### src/design/midpoint_ellipse_point_generator_core_defines.svh
// Assertion macros shared by the ellipse point generator.
// Both expect signals named clk and rst_n in the scope where they are used.
`ifndef MIDPOINT_ELLIPSE_POINT_GENERATOR_CORE_DEFINES_SVH
`define MIDPOINT_ELLIPSE_POINT_GENERATOR_CORE_DEFINES_SVH

// The consequent must hold in the same cycle as the antecedent.
`define MEPG_ASSERT_SAME(label, ante, cons, msg) \
    label: assert property (@(posedge clk) disable iff (!rst_n) (ante) |-> (cons)) \
        else $error(msg);

// The consequent must hold in the cycle after the antecedent.
`define MEPG_ASSERT_NEXT(label, ante, cons, msg) \
    label: assert property (@(posedge clk) disable iff (!rst_n) (ante) |=> (cons)) \
        else $error(msg);

`endif

### src/design/mepg_pkg.sv
package mepg_pkg;

    // Radius width; every internal width of the datapath follows from it.
    localparam int RADIUS_BITS = 10;
    // Squared radius.
    localparam int SQ_BITS = 2 * RADIUS_BITS;
    // Slope terms 2*ry^2*x and 2*rx^2*y.
    localparam int STEP_BITS = SQ_BITS + RADIUS_BITS + 4;
    // Decision value, held scaled by four, two's complement.
    localparam int DEC_BITS = 2 * SQ_BITS + 8;
    // Precomputed sums of up to five squared radii.
    localparam int CONST_BITS = SQ_BITS + 3;
    // Shared multiplier operand and product widths.
    localparam int MUL_BITS = SQ_BITS + 2;
    localparam int PROD_BITS = 2 * MUL_BITS;

    // Screen coordinates.
    localparam int COORD_BITS = 10;
    localparam int POINT_BITS = 12;
    localparam logic [COORD_BITS-1:0] CENTER_RESET = 10'd200;

    // Configuration register indexes.
    localparam int REG_INDEX_BITS = 1;
    localparam logic [REG_INDEX_BITS-1:0] REG_CENTER_X = 1'd0;
    localparam logic [REG_INDEX_BITS-1:0] REG_CENTER_Y = 1'd1;

    // Command codes.
    localparam logic CMD_START = 1'b0;
    localparam logic CMD_NEXT  = 1'b1;

endpackage

### src/design/mepg_in_if.sv
// Command channel: a start with radii, or a request for the next point.
interface mepg_in_if;
    logic                             valid;
    logic                             ready;
    logic                             cmd;
    logic [mepg_pkg::RADIUS_BITS-1:0] radius_x;
    logic [mepg_pkg::RADIUS_BITS-1:0] radius_y;

    modport source (output valid, cmd, radius_x, radius_y, input ready);
    modport sink (input valid, cmd, radius_x, radius_y, output ready);
endinterface

### src/design/mepg_out_if.sv
// Point channel: four mirrored screen coordinates and an end flag.
interface mepg_out_if;
    logic                                   valid;
    logic                                   ready;
    logic signed [mepg_pkg::POINT_BITS-1:0] x_right;
    logic signed [mepg_pkg::POINT_BITS-1:0] x_left;
    logic signed [mepg_pkg::POINT_BITS-1:0] y_below;
    logic signed [mepg_pkg::POINT_BITS-1:0] y_above;
    logic                                   last_point;

    modport source (output valid, x_right, x_left, y_below, y_above, last_point, input ready);
    modport sink (input valid, x_right, x_left, y_below, y_above, last_point, output ready);
endinterface

### src/design/midpoint_ellipse_point_generator_core.sv
// Two-region midpoint ellipse rasterizer with a pull interface. A start item
// (cmd 0) loads the radii and produces no point; it occupies the block through
// states ST0 to ST3, spent on three products through the single shared
// multiplier. Each next item (cmd 1) waits for a free output register, produces
// the current first-quadrant point mirrored around the configured center, flagged
// last for the point on the x axis, and then advances the point, with additions
// alone while it stays in a region; no new item is accepted before it is done.
// The one item that crosses from region 1 to region 2 runs on through states
// R2A to R2G, since the new decision value needs five more products through the
// same multiplier. A next item with no ellipse running produces nothing. The
// center registers reset to 200 and may be written only while the block is idle.
`include "midpoint_ellipse_point_generator_core_defines.svh"

module midpoint_ellipse_point_generator_core (
    input  logic                                clk,
    input  logic                                rst_n,
    input  logic                                write_enable,
    input  logic [mepg_pkg::REG_INDEX_BITS-1:0] reg_index,
    input  logic [mepg_pkg::COORD_BITS-1:0]     write_data,
    mepg_in_if.sink                             command,
    mepg_out_if.source                          point
);

    localparam int RB = mepg_pkg::RADIUS_BITS;
    localparam int SQ = mepg_pkg::SQ_BITS;
    localparam int SW = mepg_pkg::STEP_BITS;
    localparam int DW = mepg_pkg::DEC_BITS;
    localparam int KW = mepg_pkg::CONST_BITS;
    localparam int MW = mepg_pkg::MUL_BITS;
    localparam int PW = mepg_pkg::PROD_BITS;
    localparam int CW = mepg_pkg::COORD_BITS;
    localparam int OW = mepg_pkg::POINT_BITS;

    // Sequencer states.
    localparam logic [3:0] S_IDLE = 4'd0;
    localparam logic [3:0] S_EMIT = 4'd1;
    localparam logic [3:0] S_ST0  = 4'd2;
    localparam logic [3:0] S_ST1  = 4'd3;
    localparam logic [3:0] S_ST2  = 4'd4;
    localparam logic [3:0] S_ST3  = 4'd5;
    localparam logic [3:0] S_R2A  = 4'd6;
    localparam logic [3:0] S_R2B  = 4'd7;
    localparam logic [3:0] S_R2C  = 4'd8;
    localparam logic [3:0] S_R2D  = 4'd9;
    localparam logic [3:0] S_R2E  = 4'd10;
    localparam logic [3:0] S_R2F  = 4'd11;
    localparam logic [3:0] S_R2G  = 4'd12;

    // Ellipse phases.
    localparam logic [1:0] PH_IDLE = 2'd0;
    localparam logic [1:0] PH_R1   = 2'd1;
    localparam logic [1:0] PH_R2   = 2'd2;

    logic [3:0]           state_reg, state_next;
    logic [1:0]           phase_reg, phase_next;
    logic [CW-1:0]        center_x_reg, center_y_reg;
    logic [RB-1:0]        rad_x_reg, rad_x_next;
    logic [RB-1:0]        rad_y_reg, rad_y_next;
    logic [SQ-1:0]        rx2_reg, rx2_next;
    logic [SQ-1:0]        ry2_reg, ry2_next;
    logic [KW-1:0]        r1_neg_k_reg, r1_neg_k_next;
    logic [KW-1:0]        r1_pos_k_reg, r1_pos_k_next;
    logic [KW-1:0]        r2_pos_k_reg, r2_pos_k_next;
    logic [KW-1:0]        r2_neg_k_reg, r2_neg_k_next;
    logic [RB-1:0]        offset_x_reg, offset_x_next;
    logic [RB-1:0]        offset_y_reg, offset_y_next;
    logic [SW-1:0]        step_x_reg, step_x_next;
    logic [SW-1:0]        step_y_reg, step_y_next;
    logic signed [DW-1:0] dec_reg, dec_next;
    logic [PW-1:0]        prod_reg;
    logic [MW-1:0]        mul_a, mul_b;

    logic                 out_valid_reg, out_valid_next;
    logic signed [OW-1:0] x_right_reg, x_left_reg, y_below_reg, y_above_reg;
    logic                 last_reg;
    logic                 load_out;
    logic                 last_next;
    logic                 out_free;

    logic [SW-1:0]        step_x_inc, step_y_dec;
    logic                 dec_neg, dec_pos, step_less, use_r1;
    logic signed [DW-1:0] sx, sy, step_term, dec_step, dec_start, prod_x4;
    logic [KW-1:0]        rx2_k, ry2_k;

    // Handshake and output port drive.
    assign command.ready    = (state_reg == S_IDLE);
    assign point.valid      = out_valid_reg;
    assign point.x_right    = x_right_reg;
    assign point.x_left     = x_left_reg;
    assign point.y_below    = y_below_reg;
    assign point.y_above    = y_above_reg;
    assign point.last_point = last_reg;
    assign out_free         = !out_valid_reg || point.ready;

    // Incremental slope updates and decision sign.
    assign step_x_inc = step_x_reg + (SW'(ry2_reg) << 1);
    assign step_y_dec = step_y_reg - (SW'(rx2_reg) << 1);
    assign dec_neg    = dec_reg[DW-1];
    assign dec_pos    = !dec_neg && (dec_reg != '0);
    assign step_less  = (step_x_reg < step_y_reg);
    assign sx         = signed'(DW'(step_x_reg));
    assign sy         = signed'(DW'(step_y_reg));

    // Decision increment over four; the region constants fold in the step sizes.
    assign use_r1 = (state_reg == S_EMIT) && (phase_reg == PH_R1);
    always_comb
    begin
        if (use_r1)
        begin
            step_term = dec_neg ? (sx + signed'(DW'(r1_neg_k_reg)))
                                : (sx - sy + signed'(DW'(r1_pos_k_reg)));
        end
        else
        begin
            step_term = dec_pos ? (signed'(DW'(r2_pos_k_reg)) - sy)
                                : (sx - sy + signed'(DW'(r2_neg_k_reg)));
        end
    end
    assign dec_step = dec_reg + (step_term <<< 2);

    // Start decision 4*ry^2 - 4*rx^2*ry + rx^2; the product holds rx^2*ry here.
    assign prod_x4   = signed'(DW'(prod_reg) << 2);
    assign dec_start = signed'(DW'(ry2_reg) << 2) - prod_x4 + signed'(DW'(rx2_reg));
    assign rx2_k     = KW'(rx2_reg);
    assign ry2_k     = KW'(ry2_reg);

    // Shared multiplier operand selection.
    always_comb
    begin
        case (state_reg)
            S_ST0:
            begin
                mul_a = MW'(rad_x_reg);
                mul_b = MW'(rad_x_reg);
            end
            S_ST1:
            begin
                mul_a = MW'(rad_y_reg);
                mul_b = MW'(rad_y_reg);
            end
            S_ST2:
            begin
                mul_a = MW'(rx2_reg);
                mul_b = MW'(rad_y_reg);
            end
            S_R2A:
            begin
                mul_a = MW'({offset_x_reg, 1'b1});
                mul_b = MW'({offset_x_reg, 1'b1});
            end
            S_R2B:
            begin
                mul_a = MW'(ry2_reg);
                mul_b = prod_reg[MW-1:0];
            end
            S_R2C:
            begin
                mul_a = MW'(offset_y_reg - RB'(1));
                mul_b = MW'(offset_y_reg - RB'(1));
            end
            S_R2D:
            begin
                mul_a = MW'(rx2_reg);
                mul_b = MW'(prod_reg[SQ-1:0]);
            end
            S_R2E:
            begin
                mul_a = MW'(rx2_reg);
                mul_b = MW'(ry2_reg);
            end
            default:
            begin
                mul_a = '0;
                mul_b = '0;
            end
        endcase
    end

    // Sequencer and datapath next values.
    always_comb
    begin
        state_next    = state_reg;
        phase_next    = phase_reg;
        rad_x_next    = rad_x_reg;
        rad_y_next    = rad_y_reg;
        rx2_next      = rx2_reg;
        ry2_next      = ry2_reg;
        r1_neg_k_next = r1_neg_k_reg;
        r1_pos_k_next = r1_pos_k_reg;
        r2_pos_k_next = r2_pos_k_reg;
        r2_neg_k_next = r2_neg_k_reg;
        offset_x_next = offset_x_reg;
        offset_y_next = offset_y_reg;
        step_x_next   = step_x_reg;
        step_y_next   = step_y_reg;
        dec_next      = dec_reg;
        load_out      = 1'b0;
        last_next     = 1'b0;

        case (state_reg)
            S_IDLE:
            begin
                if (command.valid)
                begin
                    if (command.cmd == mepg_pkg::CMD_START)
                    begin
                        rad_x_next = command.radius_x;
                        rad_y_next = command.radius_y;
                        state_next = S_ST0;
                    end
                    else if (phase_reg != PH_IDLE)
                    begin
                        state_next = S_EMIT;
                    end
                end
            end
            S_EMIT:
            begin
                if (out_free)
                begin
                    load_out   = 1'b1;
                    state_next = S_IDLE;
                    if (phase_reg == PH_R1 && step_less)
                    begin
                        // Region 1 step: x always advances, y on a non-negative decision.
                        offset_x_next = offset_x_reg + RB'(1);
                        step_x_next   = step_x_inc;
                        if (!dec_neg)
                        begin
                            offset_y_next = offset_y_reg - RB'(1);
                            step_y_next   = step_y_dec;
                        end
                        dec_next = dec_step;
                    end
                    else if (offset_y_reg == '0)
                    begin
                        // Point on the x axis ends the ellipse.
                        last_next  = 1'b1;
                        phase_next = PH_IDLE;
                    end
                    else if (phase_reg == PH_R1)
                    begin
                        state_next = S_R2A;
                    end
                    else
                    begin
                        // Region 2 step: y always falls, x on a non-positive decision.
                        offset_y_next = offset_y_reg - RB'(1);
                        step_y_next   = step_y_dec;
                        if (!dec_pos)
                        begin
                            offset_x_next = offset_x_reg + RB'(1);
                            step_x_next   = step_x_inc;
                        end
                        dec_next = dec_step;
                    end
                end
            end
            S_ST0:
            begin
                state_next = S_ST1;
            end
            S_ST1:
            begin
                rx2_next   = prod_reg[SQ-1:0];
                state_next = S_ST2;
            end
            S_ST2:
            begin
                ry2_next   = prod_reg[SQ-1:0];
                state_next = S_ST3;
            end
            S_ST3:
            begin
                // Initial point (0, ry) and the folded step constants.
                offset_x_next = '0;
                offset_y_next = rad_y_reg;
                step_x_next   = '0;
                step_y_next   = SW'(prod_reg) << 1;
                dec_next      = dec_start;
                r1_neg_k_next = (ry2_k << 1) + ry2_k;
                r1_pos_k_next = (ry2_k << 1) + ry2_k + (rx2_k << 1);
                r2_pos_k_next = (rx2_k << 1) + rx2_k;
                r2_neg_k_next = (ry2_k << 1) + (rx2_k << 1) + rx2_k;
                phase_next    = PH_R1;
                state_next    = S_IDLE;
            end
            S_R2A:
            begin
                state_next = S_R2B;
            end
            S_R2B:
            begin
                state_next = S_R2C;
            end
            S_R2C:
            begin
                // ry^2 * (2x+1)^2
                dec_next   = signed'(DW'(prod_reg));
                state_next = S_R2D;
            end
            S_R2D:
            begin
                state_next = S_R2E;
            end
            S_R2E:
            begin
                // plus 4 * rx^2 * (y-1)^2
                dec_next   = dec_reg + prod_x4;
                state_next = S_R2F;
            end
            S_R2F:
            begin
                // minus 4 * rx^2 * ry^2
                dec_next   = dec_reg - prod_x4;
                state_next = S_R2G;
            end
            S_R2G:
            begin
                // First region 2 step from the fresh decision value.
                offset_y_next = offset_y_reg - RB'(1);
                step_y_next   = step_y_dec;
                if (!dec_pos)
                begin
                    offset_x_next = offset_x_reg + RB'(1);
                    step_x_next   = step_x_inc;
                end
                dec_next   = dec_step;
                phase_next = PH_R2;
                state_next = S_IDLE;
            end
            default:
            begin
                state_next = S_IDLE;
            end
        endcase
    end

    // Output register occupancy.
    always_comb
    begin
        if (load_out)
        begin
            out_valid_next = 1'b1;
        end
        else if (point.ready)
        begin
            out_valid_next = 1'b0;
        end
        else
        begin
            out_valid_next = out_valid_reg;
        end
    end

    // Control state and configuration registers.
    always_ff @(posedge clk or negedge rst_n)
    begin
        if (!rst_n)
        begin
            state_reg     <= S_IDLE;
            phase_reg     <= PH_IDLE;
            out_valid_reg <= 1'b0;
            center_x_reg  <= mepg_pkg::CENTER_RESET;
            center_y_reg  <= mepg_pkg::CENTER_RESET;
        end
        else
        begin
            state_reg     <= state_next;
            phase_reg     <= phase_next;
            out_valid_reg <= out_valid_next;
            if (write_enable)
            begin
                case (reg_index)
                    mepg_pkg::REG_CENTER_X: center_x_reg <= write_data;
                    mepg_pkg::REG_CENTER_Y: center_y_reg <= write_data;
                    default: ;
                endcase
            end
        end
    end

    // Datapath registers; only meaningful once a start has run.
    always_ff @(posedge clk)
    begin
        prod_reg     <= mul_a * mul_b;
        rad_x_reg    <= rad_x_next;
        rad_y_reg    <= rad_y_next;
        rx2_reg      <= rx2_next;
        ry2_reg      <= ry2_next;
        r1_neg_k_reg <= r1_neg_k_next;
        r1_pos_k_reg <= r1_pos_k_next;
        r2_pos_k_reg <= r2_pos_k_next;
        r2_neg_k_reg <= r2_neg_k_next;
        offset_x_reg <= offset_x_next;
        offset_y_reg <= offset_y_next;
        step_x_reg   <= step_x_next;
        step_y_reg   <= step_y_next;
        dec_reg      <= dec_next;
        if (load_out)
        begin
            x_right_reg <= signed'(OW'(center_x_reg) + OW'(offset_x_reg));
            x_left_reg  <= signed'(OW'(center_x_reg) - OW'(offset_x_reg));
            y_below_reg <= signed'(OW'(center_y_reg) + OW'(offset_y_reg));
            y_above_reg <= signed'(OW'(center_y_reg) - OW'(offset_y_reg));
            last_reg    <= last_next;
        end
    end

    // A new point only ever comes out of the emit state.
    `MEPG_ASSERT_SAME(a_point_from_emit, $rose(point.valid), $past(state_reg) == S_EMIT, "point without emit")
    // The last point closes the ellipse.
    `MEPG_ASSERT_NEXT(a_last_closes, load_out && last_next, phase_reg == PH_IDLE, "ellipse still open after last point")
    // A start always lands at the top of the ellipse in region 1.
    `MEPG_ASSERT_NEXT(a_start_to_r1, state_reg == S_ST3, phase_reg == PH_R1 && offset_x_reg == '0, "start did not enter region 1")
    // In region 1 the y slope term is zero once y has reached zero.
    `MEPG_ASSERT_SAME(a_r1_axis, phase_reg == PH_R1 && offset_y_reg == '0, step_y_reg == '0, "slope term out of step with y")

endmodule

### src/flat_wrapper.sv
// flat-port wrapper written by rule: the top's interface ports become plain ports
module midpoint_ellipse_point_generator_core_flat 
  (clk, rst_n, write_enable, reg_index, write_data, command_valid, command_cmd, command_radius_x, command_radius_y, command_ready, point_valid, point_x_right, point_x_left, point_y_below, point_y_above, point_last_point, point_ready);
  mepg_in_if command_i ();
  mepg_out_if point_i ();
  input  logic clk;
  input  logic rst_n;
  input  logic write_enable;
  input  logic [mepg_pkg::REG_INDEX_BITS-1:0] reg_index;
  input  logic [mepg_pkg::COORD_BITS-1:0] write_data;
  input wire logic [$bits(command_i.valid)-1:0] command_valid;
  input wire logic [$bits(command_i.cmd)-1:0] command_cmd;
  input wire logic [$bits(command_i.radius_x)-1:0] command_radius_x;
  input wire logic [$bits(command_i.radius_y)-1:0] command_radius_y;
  output wire logic [$bits(command_i.ready)-1:0] command_ready;
  output wire logic [$bits(point_i.valid)-1:0] point_valid;
  output wire logic [$bits(point_i.x_right)-1:0] point_x_right;
  output wire logic [$bits(point_i.x_left)-1:0] point_x_left;
  output wire logic [$bits(point_i.y_below)-1:0] point_y_below;
  output wire logic [$bits(point_i.y_above)-1:0] point_y_above;
  output wire logic [$bits(point_i.last_point)-1:0] point_last_point;
  input wire logic [$bits(point_i.ready)-1:0] point_ready;
  assign command_i.valid = command_valid;
  assign command_i.cmd = command_cmd;
  assign command_i.radius_x = command_radius_x;
  assign command_i.radius_y = command_radius_y;
  assign command_ready = command_i.ready;
  assign point_valid = point_i.valid;
  assign point_x_right = point_i.x_right;
  assign point_x_left = point_i.x_left;
  assign point_y_below = point_i.y_below;
  assign point_y_above = point_i.y_above;
  assign point_last_point = point_i.last_point;
  assign point_i.ready = point_ready;
  midpoint_ellipse_point_generator_core u_core (.clk(clk), .rst_n(rst_n), .write_enable(write_enable), .reg_index(reg_index), .write_data(write_data), .command(command_i), .point(point_i));
endmodule
### config.mk
export PLATFORM = sky130hd
export DESIGN_NAME = midpoint_ellipse_point_generator_core_flat
export DESIGN_NICKNAME = d
export VERILOG_FILES = /design/src/design/mepg_pkg.sv /design/src/design/mepg_in_if.sv /design/src/design/mepg_out_if.sv /design/src/design/midpoint_ellipse_point_generator_core.sv /design/src/flat_wrapper.sv
export VERILOG_INCLUDE_DIRS = /design/src /design/src/design
export SDC_FILE = /design/constraint.sdc
export NUM_CORES = 2
export LEC_CHECK = 0
export ABC_AREA = 1
export BUFFER_PORTS_ARGS = -buffer_cell sky130_fd_sc_hd__buf_2
export CORE_AREA = 2 2 375 340
export CTS_BUF_LIST = sky130_fd_sc_hd__clkbuf_8 sky130_fd_sc_hd__clkbuf_16
export DETAILED_ROUTE_END_ITERATION = 6
export DIE_AREA = 0 0 377 342
export GPL_TIMING_DRIVEN = 0
export PLACE_DENSITY_LB_ADDON = 0.3
export SLEW_MARGIN = 0
export SYNTH_ARGS = -nofsm -noshare
export SYNTH_HDL_FRONTEND = slang
export SYNTH_SLANG_ARGS = --single-unit
### constraint.sdc
create_clock -name clk -period 17.7 [get_ports clk]
set_clock_uncertainty 0.2 [all_clocks]
set_input_delay 2.655 -clock clk [delete_from_list [all_inputs] [get_ports clk]]
set_output_delay 2.655 -clock clk [all_outputs]
set_load 0.03 [all_outputs]
# == Word-level counts from Yosys, hierarchy flattened ==
# Index checks and enable logic that the tools add are counted.
# classes
addsub,24
mul,1
div_mod_pow,0
n_lt_le_gt_ge,1
n_eq_ne,21
shift,0
muxes,51
bitwise_logic,4
n_reduce_logical,24
# ops
operator,n
$mux 34,10
$pmux 48 s6,1
$pmux 34 s3,2
$mux 48,4
$pmux 22 s7,1
$mux 46,3
$pmux 22 s6,1
$mux 10,10
$add 35x24->36,2
$pmux 10 s3,2
$add 48x21->48,1
$add 48x47->48,1
$add 48x48->48,1
$reduce_bool 48->1,1
$sub 48x47->48,1
$sub 22x46->47,1
$add 21x20->22,2
$mul 22x22->44,1
$pmux 4 s11,1
$add 34x23->35,1
$sub 23x34->35,1
$sub 34x34->35,1
$add 34x21->34,1
$lt 34x34->1,1
other kinds (38),75
# totals
regBits,408
latch_bits,0
ram_bits,0
rom_bits,0
inputBits,37
output_inout_bits,51
elab_cells,150
n_memories,0

# == Logic depth before layout (Yosys ltp) ==
# logic_depth
ltp_word,10
ltp_mapped,52
ltp_nobuf,52

# == Least setup slack after synthesis ==
# OpenSTA, ideal clock, no wires.
# synth_timing
path_type,register to register
startpoint,register u_core.state_reg[0]
endpoint,register u_core.prod_reg[43]
setup_ps,127
arrival_ps,8913
required_time_ps,17373
setup_slack_ps,8460
path_stages_with_launch,41
path_buffers,3
synth_period_minus_slack_ps,9240
cell_sequence,dfrtp_1 > buf_6 > nor2_1 > inv_1 > nor2_1 > nor2_1 > inv_1 > clkbuf_1 > nand2_1 > nand2_1 > clkbuf_1 > nand2_1 > fa_1 > inv_1 > fa_1 > inv_1 > fa_1 > inv_1 > [... 5 more ...] > inv_1 > fa_1 > inv_1 > ha_1 > a21oi_1 > inv_1 > a31oi_1 > a21boi_1 > o21ai_0 > a21boi_0 > o21ai_1 > a21oi_1 > inv_1 > nand2_1 > o211ai_1 > a21boi_1 > o21ai_0 > xor2_1
# synth_via
elab_chain_len,4
elab_cells_between_ends,13
classes_between,mul: 1; eq/ne: 8; mux: 2; reduce/logical: 2
# synth_lines
item,line,text
from (decl),midpoint_ellipse_point_generator_core.sv:54,"logic [3:0] state_reg, state_next;"
from (signal assigned),midpoint_ellipse_point_generator_core.sv:369,state_reg <= state_next;
"$eq 4x3->1, or another cell as far along",midpoint_ellipse_point_generator_core.sv:130,case (state_reg)
$reduce_or 3->1 (no line) or $reduce_or 2->1 (tied branches),--,
$pmux 22 s6 or $pmux 22 s7 (tied branches),midpoint_ellipse_point_generator_core.sv:130,
$mul 22x22->44 *,midpoint_ellipse_point_generator_core.sv:386,prod_reg <= mul_a * mul_b;
to (signal assigned),midpoint_ellipse_point_generator_core.sv:386,
to (decl),midpoint_ellipse_point_generator_core.sv:70,logic [PW-1:0] prod_reg;
# Every way passes the cells marked *; elsewhere a longest branch is shown, timed or not.
# A chain may end at the register's enable or synchronous reset.

# == Final worst setup path ==
# layout_timing
startpoint,register u_core.offset_y_reg[0]
endpoint,register u_core.prod_reg[43]
# layout_via
elab_chain_len,3
elab_cells_between_ends,4
classes_between,add/sub: 1; mul: 1; mux: 2
# layout_lines
item,line,text
from (decl),midpoint_ellipse_point_generator_core.sv:66,"logic [RB-1:0] offset_y_reg, offset_y_next;"
from (signal assigned),midpoint_ellipse_point_generator_core.sv:396,offset_y_reg <= offset_y_next;
$sub 10x1->11 *,"midpoint_ellipse_point_generator_core.sv:158, midpoint_ellipse_point_generator_core.sv:159",
$pmux 22 s7 or $pmux 22 s6 (tied branches),midpoint_ellipse_point_generator_core.sv:130,
$mul 22x22->44 *,midpoint_ellipse_point_generator_core.sv:386,
# Marks and branches as above.

==> metrics.md <==
| Metric | Value |
|---|---|
| Top cells by area in the synthesized netlist | edfxtp_1 (17%), fa_1 (15%), ha_1 (12%) |
| Violations in the final reports | capacitance limit |
| Relative slew slack | 0.01323 |
| First-pass GRT wire length | between 300 and 400 mm |
| Share of the clock period used by the worst path after layout | 0.6686 |
| Hold WC Path Type | reg -> reg |
| Synthesized area per cell | 7.314 sq um |
| R2R Path Start | u_core.offset_y_reg[0] |
| Setup repair after global routing missed its margin | no |
| Post-synth EDFFs | 325 |
| Yosys top cell area share | 0.1749 |
| Residual DRC count | 0 |
| Maximum single-stage delay on the critical path | 770 ps |
| Core Region | between 0.1 and 0.15 sq mm |
| Port Buf Inserts | 85 |
| Crit Path Category | reg -> reg |
| Clock Tree Root | clkbuf_16 |
| Gr ovfl total | 0 |
| Worst slew pin tran | around 1500 ps |
| Filler Cells Inserted | between 10,000 and 15,000 |
| Flip-flop count of the largest register after layout | 48 |
| Dpl hpwl | 186.2 mm |
| Post-synth top flop | edfxtp_1 |
| Cell type with the highest occurrence count on the critical path | inv_1 |
| Adder-cell area share of the yosys netlist | 0.2714 |
| Via count of the first global-routing pass | 52,060 |
| Final setup vio count | 0 |
| Detailed-route wire length | 222.0 mm |
| Pin count of the biggest net entering global routing | 63 |
| Total iterations of the first detailed-routing run | 7 |
| TritonCTS clock tree | built |
| Synth Cell Area | 0.05580 sq mm |
| Hold_buf cts | 0 |
| Path depth of the worst reg2reg path | 40 |
| Biggest fanout along the worst timing path | 10 |
| DR vias | approximately 53,000 |
| Height of the die | around 340 microns |
| RD Place Congestion | roughly 1 |
| Count of placed standard cells including taps | 9,359 |
| Synthesized netlist cell count | approximately 7,600 |
| Clock buffers created by TritonCTS | 51 |
| Postcts setup bufs | 0 |
| Synthesis-to-layout area growth | 7.967% |
| CTS clk-pin slew, worst paths | approximately 60 ps |
| # Max-Cap Violations | 1 |
| Number of max-slew violations in the final report | 0 |
| Parity-gate share of the synthesized area counting xor and xnor cells | 0.05557 |
| Share of the yosys chip area belonging to registers | 0.2029 |
| Clock insertion delay at the later pin of the skew report | approximately 700 ps |
| Clock period minus final worst setup slack | ~12,000 ps |
| Critical Path Start Type | register |
| Destination of the worst register-to-register timing path | u_core.prod_reg[43] |
| Row cnt | about 120 |
| Die width | approximately 380 microns |
| Max H-tree Level | 2 |
| Mux cell area share after synthesis | 0.001458 |
| Number of synthesized register bits | 396 |
| Outcome | finished, violations left |
| Aggregate global-route resource usage | 0.3405 |
| Yosys warns | 0 |
| Top Ports | slightly below 90 |
| Launching instance or port of the critical path | u_core.offset_y_reg[0] |
| Arrival time worst endpoint | 12,190 ps |
| Hold slack | approximately 320 ps |
| Setup TNS Final | 0 ps |
| Via/cell ratio | 5.657 |
| Initial antenna violation count | 8 |
| Cell taking the most area after synthesis | edfxtp_1 |
| Antenna-violating nets left | 0 |
| Data required, critical path | roughly 18,000 ps |
| Achievable Freq | between 0.08 and 0.09 GHz |
| Simple-gate share of the synthesized area | 0.2387 |
| WL per Instance | between 20 and 25 microns |
| Final hold violation count | 0 |
| Die area | approximately 0.13 sq mm |
| Register-to-register setup slack | about 6000 ps |
| Number of distinct library cells after synthesis | 84 |
| Sinks on the clock net | about 400 |
| Sort of element at the end of the critical path | register |
| Slowest cell on the critical path | nor4_1 |
| Worst slack, placed | approximately 6000 ps |
| Combinational family with the most area after synthesis | adder cells |
| Initial cell density of the core | 0.4440 |
| NumNets Final | about 8,800 |
| Longest Clk Path Bufs | 3 |
| Resize count post-CTS | 0 |
| Fraction of registers with async set/reset | 0.06818 |
| Finished Layout Cells | between 9,000 and 10,000 |
| Detailed Route Iter0 Violations | approximately 5,200 |
| Share of the synthesized area in compound gates (AO/OA/AOI/OAI) | 0.1253 |
| Ratio of cells with drive above 1 in the final layout | 0.05424 |
| Crit path setup slack, layout | ~5900 ps |
| End point of the critical path | u_core.prod_reg[43] |
==> critical path, delay by kind of cell, from the launching register on <==
kind	cells	cell delay [ps]
AOI/OAI and AO/OA	11	2560
and+or+nand+nor	6	1980
xor gates and xnor gates	1	160
buffers and inverters	13	2110
adders and majority gates	9	4140
DFF	1	560
==> worst min-delay path by stage <==
stage                                 startpoint                endpoint  slack (ps)  cells after the start
final                     u_core.center_x_reg[7]  u_core.center_x_reg[7]         320                      2
after global routing      u_core.center_x_reg[7]  u_core.center_x_reg[7]         330                      2
after CTS                     u_core.prod_reg[1]       u_core.ry2_reg[1]         320                      0
after detailed placement  u_core.center_x_reg[7]  u_core.center_x_reg[7]         310                      2
after global placement    u_core.center_x_reg[7]  u_core.center_x_reg[7]         300                      2
after floorplan               u_core.prod_reg[1]       u_core.rx2_reg[1]         270                      0
==> final cells by class <==
class                           instances  area [sq um]  share of cell area
Clock buffer                           57          1370             0.02274
Antenna cell                            1         2.502          0.00004154
Multi-Input combinational cell       5708         38670              0.6420
Clock inverter                         39         425.4            0.007061
Inverter                             1365          5134             0.08521
Sequential cell                       396         11320              0.1880
Tap cell                             1638          2049             0.03402
Timing Repair Buffer                   91         555.5            0.009221
Buffer                                161         709.4             0.01178
==> synthesized netlist by cell type (44+ instances only) <==
master    instances
fa_1            412
o21ai_0         386
xor2_1          253
edfxtp_1        325
a31oi_1          46
nand4_1          57
ha_1            551
a21oi_1         538
nand2_1        1779
dfxtp_1          44
nor3_1           62
nand3_1         407
nor2_1          636
inv_1          1309
xnor2_1         101
clkbuf_1        111
==> cells in the final DEF (no fill, tap or decap), types with 29 or more instances in the layout <==
cell type,instances
o21ai_0,386
a21oi_1,538
dfxtp_1,44
inv_2,29
nand2_2,39
inv_1,1314
clkbuf_1,109
xor2_1,253
ha_1,551
o211ai_1,39
a31oi_1,45
nor2_2,30
nor3_1,62
or2_2,30
clkbuf_16,52
nor2_1,633
buf_2,99
fa_1,412
o21a_1,29
edfxtp_1,325
nand4_1,57
xnor2_1,101
nand3_1,407
nand2_1,1779
==> per-stage QoR <==
| step | area, sq um | utilization |
|---|---|---|
| after global placement | 58280 | 0.4637 |
| after CTS | 60240 | 0.4794 |
| after global routing | 60240 | 0.4794 |
| after detailed placement | 58450 | 0.4651 |
| after floorplan | 55800 | - |
| final | 60240 | 0.4794 |
==> cell families after synthesis <==
logic type      after synthesis
compound gates             1240
other cells                   1
simple gates               3141
mux                           8
buf+inv                    1526
xor+xnor                    354
fa+ha+maj                   963
flops                       396
==> per-layer routing <==
metal	up-vias	global-route usage	routed length, microns
met1	25890	0.4462	91380
met2	2270	0.5609	101600
met3	402	0.05165	18470
met5	-	0	48
li1	24930	-	-
met4	8	0.1417	10490
Power is left out: the tool's default activity adds up to more than one toggle a clock period on the data nets, which glitch-free logic cannot reach.
